==> src/rtl/mlfc_pkg.sv <==
// ----------------------------------------------------------------------------
// mlfc_pkg
// Shared types and constants for the marker/length frame checker.
// ----------------------------------------------------------------------------
package mlfc_pkg;

  localparam int unsigned BYTE_W      = 8;
  localparam int unsigned CFG_INDEX_W = 1;

  localparam logic [BYTE_W-1:0] START_MARKER_RESET = 8'h66;
  localparam logic [BYTE_W-1:0] END_MARKER_RESET   = 8'h16;

  // Configuration register indexes
  localparam logic [CFG_INDEX_W-1:0] REG_START_MARKER = 1'b0;
  localparam logic [CFG_INDEX_W-1:0] REG_END_MARKER   = 1'b1;

  typedef enum logic [2:0] {
    PH_START1 = 3'd0,
    PH_LEN1   = 3'd1,
    PH_LEN2   = 3'd2,
    PH_START2 = 3'd3,
    PH_BODY   = 3'd4,
    PH_SUM    = 3'd5,
    PH_END    = 3'd6,
    PH_DONE   = 3'd7
  } phase_t;

  typedef enum logic [2:0] {
    V_NONE   = 3'd0,
    V_GOOD   = 3'd1,
    V_HEADER = 3'd2,
    V_SUM    = 3'd3,
    V_END    = 3'd4,
    V_TRUNC  = 3'd5
  } verdict_t;

  typedef struct packed {
    logic [BYTE_W-1:0] data_byte;
    logic              last_byte;
  } in_t;

  typedef struct packed {
    logic [BYTE_W-1:0] payload_byte;
    logic              payload_valid;
    verdict_t          verdict;
    logic [BYTE_W-1:0] body_length;
  } out_t;

endpackage

==> src/rtl/mlfc_tracker.sv <==
// ----------------------------------------------------------------------------
// mlfc_tracker
// Frame phase tracker: holds the per-frame state and forms one result word
// for every accepted byte.
// ----------------------------------------------------------------------------
module mlfc_tracker (
  input  logic                       clk,
  input  logic                       rst,
  input  logic                       accept,
  input  mlfc_pkg::in_t              word,
  input  logic [mlfc_pkg::BYTE_W-1:0] start_marker,
  input  logic [mlfc_pkg::BYTE_W-1:0] end_marker,
  output mlfc_pkg::out_t             result
);

  mlfc_pkg::phase_t            phase, phase_next;
  logic [mlfc_pkg::BYTE_W-1:0] first_length, first_length_next;
  logic [mlfc_pkg::BYTE_W-1:0] bytes_left, bytes_left_next;
  logic [mlfc_pkg::BYTE_W-1:0] running_sum, running_sum_next;

  always_ff @(posedge clk) begin
    if (rst) begin
      phase        <= mlfc_pkg::PH_START1;
      first_length <= '0;
      bytes_left   <= '0;
      running_sum  <= '0;
    end else if (accept) begin
      phase        <= phase_next;
      first_length <= first_length_next;
      bytes_left   <= bytes_left_next;
      running_sum  <= running_sum_next;
    end
  end

  always_comb begin
    mlfc_pkg::verdict_t verd;
    logic [mlfc_pkg::BYTE_W-1:0] b;
    b                 = word.data_byte;
    verd              = mlfc_pkg::V_NONE;
    phase_next        = phase;
    first_length_next = first_length;
    bytes_left_next   = bytes_left;
    running_sum_next  = running_sum;
    result.payload_byte  = '0;
    result.payload_valid = 1'b0;

    unique case (phase)
      mlfc_pkg::PH_START1: begin
        if (b != start_marker) verd = mlfc_pkg::V_HEADER;
        else phase_next = mlfc_pkg::PH_LEN1;
      end
      mlfc_pkg::PH_LEN1: begin
        first_length_next = b;
        phase_next        = mlfc_pkg::PH_LEN2;
      end
      mlfc_pkg::PH_LEN2: begin
        if (b != first_length) begin
          verd = mlfc_pkg::V_HEADER;
        end else begin
          bytes_left_next = b;
          phase_next      = mlfc_pkg::PH_START2;
        end
      end
      mlfc_pkg::PH_START2: begin
        if (b != start_marker) begin
          verd = mlfc_pkg::V_HEADER;
        end else begin
          running_sum_next = '0;
          phase_next = (bytes_left == '0) ? mlfc_pkg::PH_SUM : mlfc_pkg::PH_BODY;
        end
      end
      mlfc_pkg::PH_BODY: begin
        result.payload_byte  = b;
        result.payload_valid = 1'b1;
        running_sum_next     = running_sum + b;
        bytes_left_next      = bytes_left - 1'b1;
        if (bytes_left_next == '0) phase_next = mlfc_pkg::PH_SUM;
      end
      mlfc_pkg::PH_SUM: begin
        if (b != running_sum) verd = mlfc_pkg::V_SUM;
        else phase_next = mlfc_pkg::PH_END;
      end
      mlfc_pkg::PH_END: begin
        verd = (b == end_marker) ? mlfc_pkg::V_GOOD : mlfc_pkg::V_END;
      end
      mlfc_pkg::PH_DONE: begin
        // ignore bytes after a verdict
      end
      default: begin
      end
    endcase

    if (verd != mlfc_pkg::V_NONE) phase_next = mlfc_pkg::PH_DONE;
    else if (word.last_byte && phase_next != mlfc_pkg::PH_DONE) verd = mlfc_pkg::V_TRUNC;

    result.verdict     = verd;
    result.body_length = (verd != mlfc_pkg::V_NONE) ? first_length_next : '0;

    // end of buffer: start over at offset zero
    if (word.last_byte) begin
      phase_next        = mlfc_pkg::PH_START1;
      first_length_next = '0;
      bytes_left_next   = '0;
      running_sum_next  = '0;
    end
  end

endmodule

==> src/rtl/marker_length_frame_checker_core.sv <==
// ----------------------------------------------------------------------------
// marker_length_frame_checker_core
// Result word registered: it shows in the cycle after its byte is accepted.
// Throughput: one byte per cycle unless a result sits unclaimed; the phase
// tracker is combinational; the result register frees once its word is taken.
// Reset (rst, synchronous): frame state to start, output empty, markers to
// 0x66 / 0x16.
// ----------------------------------------------------------------------------
module marker_length_frame_checker_core (
  input  logic                              clk,
  input  logic                              rst,
  // byte channel
  input  logic                              byte_valid,
  output logic                              byte_stall,
  input  mlfc_pkg::in_t                     byte_word,
  // result channel
  output logic                              result_valid,
  input  logic                              result_stall,
  output mlfc_pkg::out_t                    result_word,
  // configuration write channel
  input  logic                              cfg_valid,
  output logic                              cfg_ready,
  input  logic [mlfc_pkg::CFG_INDEX_W-1:0]  cfg_index,
  input  logic [mlfc_pkg::BYTE_W-1:0]       cfg_data
);

  logic [mlfc_pkg::BYTE_W-1:0] start_marker;
  logic [mlfc_pkg::BYTE_W-1:0] end_marker;
  logic                        accept;
  mlfc_pkg::out_t              result;

  // Configuration writes are always accepted; cfg_ready is tied high.
  assign cfg_ready = 1'b1;

  always_ff @(posedge clk) begin
    if (rst) begin
      start_marker <= mlfc_pkg::START_MARKER_RESET;
      end_marker   <= mlfc_pkg::END_MARKER_RESET;
    end else if (cfg_valid && cfg_ready) begin
      unique case (cfg_index)
        mlfc_pkg::REG_START_MARKER: start_marker <= cfg_data;
        mlfc_pkg::REG_END_MARKER:   end_marker   <= cfg_data;
        default: begin
        end
      endcase
    end
  end

  // Stall the byte side only while a finished word sits unclaimed; a word
  // taken this cycle makes room for the next byte in the same edge.
  assign byte_stall = result_valid && result_stall;
  assign accept     = byte_valid && !byte_stall;

  mlfc_tracker u_tracker (
    .clk          (clk),
    .rst          (rst),
    .accept       (accept),
    .word         (byte_word),
    .start_marker (start_marker),
    .end_marker   (end_marker),
    .result       (result)
  );

  // Result register: load on accept, drop once the word is taken.
  always_ff @(posedge clk) begin
    if (rst) begin
      result_valid <= 1'b0;
    end else if (accept) begin
      result_valid <= 1'b1;
    end else if (!result_stall) begin
      result_valid <= 1'b0;
    end
  end

  always_ff @(posedge clk) begin
    if (accept) begin
      result_word <= result;
    end
  end

endmodule
==> config.mk <==
export PLATFORM = sky130hd
export DESIGN_NAME = marker_length_frame_checker_core
export DESIGN_NICKNAME = d
export VERILOG_FILES = /design/src/rtl/mlfc_pkg.sv /design/src/rtl/mlfc_tracker.sv /design/src/rtl/marker_length_frame_checker_core.sv
export SDC_FILE = /design/constraint.sdc
export NUM_CORES = 1
export LEC_CHECK = 0
export ABC_AREA = 0
export BUFFER_PORTS_ARGS = -buffer_cell sky130_fd_sc_hd__buf_2
export CAP_MARGIN = 10
export CORE_MARGIN = 1
export CORE_UTILIZATION = 34
export CTS_CLUSTER_SIZE = 25
export DETAILED_ROUTE_END_ITERATION = 12
export GPL_TIMING_DRIVEN = 0
export PLACE_DENSITY_LB_ADDON = 0.15
export SKIP_CTS_REPAIR_TIMING = 1
export SYNTH_ARGS = -nofsm -noshare
export SYNTH_HDL_FRONTEND = slang
export SYNTH_SLANG_ARGS = --single-unit
==> constraint.sdc <==
create_clock -name clk -period 3.7 [get_ports clk]
set_input_delay 0.185 -clock clk [delete_from_list [all_inputs] [get_ports clk]]
set_output_delay 0.185 -clock clk [all_outputs]
set_load 0.005 [all_outputs]
==> impl_metrics.tcl <==
set metrics [dict create \
    setup_viol 0 \
    synthesis.instances 405 \
    crit_type "flop to flop" \
    synth_top_area_cell "dfxtp_1" \
    num-fill-cells 1100 \
    place_congestion 0.878 \
    arrival_ns 2.83 \
    synth_commonest_cells "nand2_1, dfxtp_1, nor2_1" \
    critPathRequiredTime_ns 3.91 \
    multiInputGateArea_sq_mm 0.00192 \
    hp-class "primary input to flop" \
    slew_viol_final 0 \
    cpMostUsedCell "nand2_1" \
    clock-sinks 64 \
    cts_buffer_depth 2 \
    synth_edf_count 20 \
    synth.net_count 439 \
    overflow 0 \
    drc 0 \
    crit_path_top_delay_cell "clkinv_1" \
    p_seq_frac 0.493 \
    ctsRootBufferMaster "clkbuf_8" \
    hold_slack_ns 0.0724 \
    period_share 0.708 \
    post-route-util 0.404 \
    h-tree-depth 3 \
    dr.pass1.iters 4 \
    p_leak_nw 1.70 \
    p_sw_frac 0.298 \
    p_int_mw 1.11 \
    drive_gt1_frac 0.188 \
    dp.cells 584 \
    worst-path-buf-inv 2 \
    startpoint_type "flop" \
    layout.nets 493 \
    synthesis.area_sq_mm 0.00365 \
    tightest_slew_ns 0.926 \
    status "complete, no violations" \
    cp-startpoint "result_valid" \
    relSlewSlack 0.379 \
    worst-path-stages 7 \
    pwr-share-clk 0.323 \
    postRouteAntennaNets 0 \
    rsz0062_at_grt "false" \
    vias_per_cell 5.06 \
    rrSetupSlack_ns 1.08 \
    die-area_sq_mm 0.0111 \
    yosys-top-cells-area "dfxtp_1, edfxtp_1, xor2_1, nand2_1, a21oi_1" \
    fp.dieW_microns 106 \
    yosys_most_used_dff "dfxtp_1" \
    ys_seq_area_frac 0.406 \
    ios 46 \
    drt_iter0_drc 111 \
    power.switching_uw 472 \
    skew_ns 0.0126 \
    finalHoldViolCount 0 \
    vdd_drop_max_mv 0.194 \
    antenna_found_initial 0 \
    crit_path_max_incr_delay_ns 0.84 \
    fin_setup_tns_ns 0 \
    grt_pass1_vias 2903 \
    synth.top_cell.area_share 0.242 \
    grt_max_degree 28 \
    p_per_area_mw_per_mm2 378 \
    die_h_microns 106 \
    stdcell_count 600 \
    ys_async_sr_fraction 0 \
    ff_latch_area_sq_mm 0.00148 \
    wire_per_inst_microns 15.3 \
    numCtsBuffers 9 \
    r2r-end "u_tracker.first_length[2]" \
    antenna_cells 0 \
    path_delay_family "buffers and inverters" \
    cts_tree "yes" \
    start_util 0.352 \
    syn2layout_area_growth_pct 14.8 \
    r2r-start "result_valid" \
    port_buffers 43 \
    fmax_mhz 382 \
    crit_fanout 27 \
    p_comb_frac 0.184 \
    synth_warnings 0 \
    insertion_delay_ns 0.34 \
    synth-seq-cells 64 \
    dp.final_hpwl_microns 6550 \
    wl_microns 9170 \
    end_kind "flop" \
    maxCapViolations 0 \
    fin_crit_ns 2.62 \
    num_vias 3038 \
    core_sq_mm 0.0104 \
    yosysMostFrequentCell "nand2_1" \
    grt_pass1_wl_microns 14800 \
    syn_avg_cell_area_sq_um 9.00 \
    r2r_cells 7 \
    crit_path_end "u_tracker.first_length[2]" \
    grt_usage 0.174 \
    synthDistinctLibCells 63 \
    clk_pin_slew_ns 0.07 \
    path_cells "nand2_1 -> nand2_1 -> clkinv_1 -> and3_1 -> buf_1 -> a22oi_1 -> nor2_1" \
    rows 37 \
]
-- how the worst min path moves through the flow --
| stage | start | endpoint | slack, ns | cells past startpoint |
|---|---|---|---|---|
| floorplan | byte_valid | result_valid | 0.31 | 1 |
| global placement | byte_valid | result_valid | 0.41 | 2 |
| detailed placement | cfg_data[4] | end_marker[4] | 0.41 | 3 |
| CTS | cfg_data[4] | end_marker[4] | 0.06 | 3 |
| global route | cfg_data[1] | end_marker[1] | 0.08 | 3 |
| finish | cfg_data[1] | end_marker[1] | 0.07 | 3 |
-- sequential cells by signal, summed over array words and instances (netlist names) --
register	cells
u_tracker.first_length	8
u_tracker.bytes_left	8
result_valid	1
end_marker	8
u_tracker.running_sum	8
start_marker	8
u_tracker.phase	3
result_word	20
-- logic make-up (layout without fill, tap and decap cells) --
kind of cell / count (synthesis) / count (layout) / synth area share
multiplexers: 7 / 7 / 0.0192
adder cells (fa/ha/maj): 11 / 11 / 0.0398
other: 1 / 1 / 0.00103
AO/OA/AOI/OAI: 78 / 78 / 0.145
AND/OR/NAND/NOR: 168 / 168 / 0.240
flip-flops: 64 / 64 / 0.406
buffers and inverters: 44 / 103 / 0.0673
XOR/XNOR: 32 / 32 / 0.0810
-- tightest hold or removal path: cells and delay by family --
family	cells	cell delay, ns
buffers and inverters	1	0.09
AND/OR/NAND/NOR	2	0.10
-- per-layer routing --
layer	vias up	share of wire	GRT usage
met3	6	0.071	0.0451
met4	0	0.0069	0.0397
met5	-	0	0
li1	1526	-	-
met2	91	0.44	0.272
met1	1415	0.48	0.239
-- per-stage QoR --
stage / power, mW / cell area (sq um) / setup WS, ns
final: 1.58 / 4190 / 1.08
after floorplan: 0.997 / 3650 / 1.53
after global placement: 1.09 / 4030 / 1.11
after global routing: 1.67 / 4190 / 0.715
after detailed placement: 1.09 / 4030 / 1.07
after CTS: 1.60 / 4190 / 1.04
-- layout by cell type (no fill, tap or decap), types with 12 or more instances in the layout --
master    instances
nand3_1          12
nor3_1           17
nor2_1           30
buf_2            49
clkbuf_1         13
a21oi_1          26
xor2_1           26
edfxtp_1         20
inv_1            12
dfxtp_1          44
nand2_1          55
-- power by group through the flow --
stage                     logic (mW)  registers [mW]  clock network [mW]
after global routing           0.326           0.783               0.556
after CTS                      0.293           0.780               0.528
final                          0.292           0.780               0.511
after global placement         0.290           0.795                   0
after floorplan                0.201           0.796                   0
after detailed placement       0.292           0.796                   0
-- cell type report --
cell class / count / share of cell area
Inverter: 15 / 0.0137
Buffer: 29 / 0.0448
Multi-Input combinational cell: 297 / 0.458
Clock buffer: 10 / 0.0305
Sequential cell: 64 / 0.354
Tap cell: 136 / 0.0406
Clock inverter: 6 / 0.00658
Timing Repair Buffer: 43 / 0.0514
(Power assumes the default switching activity.)
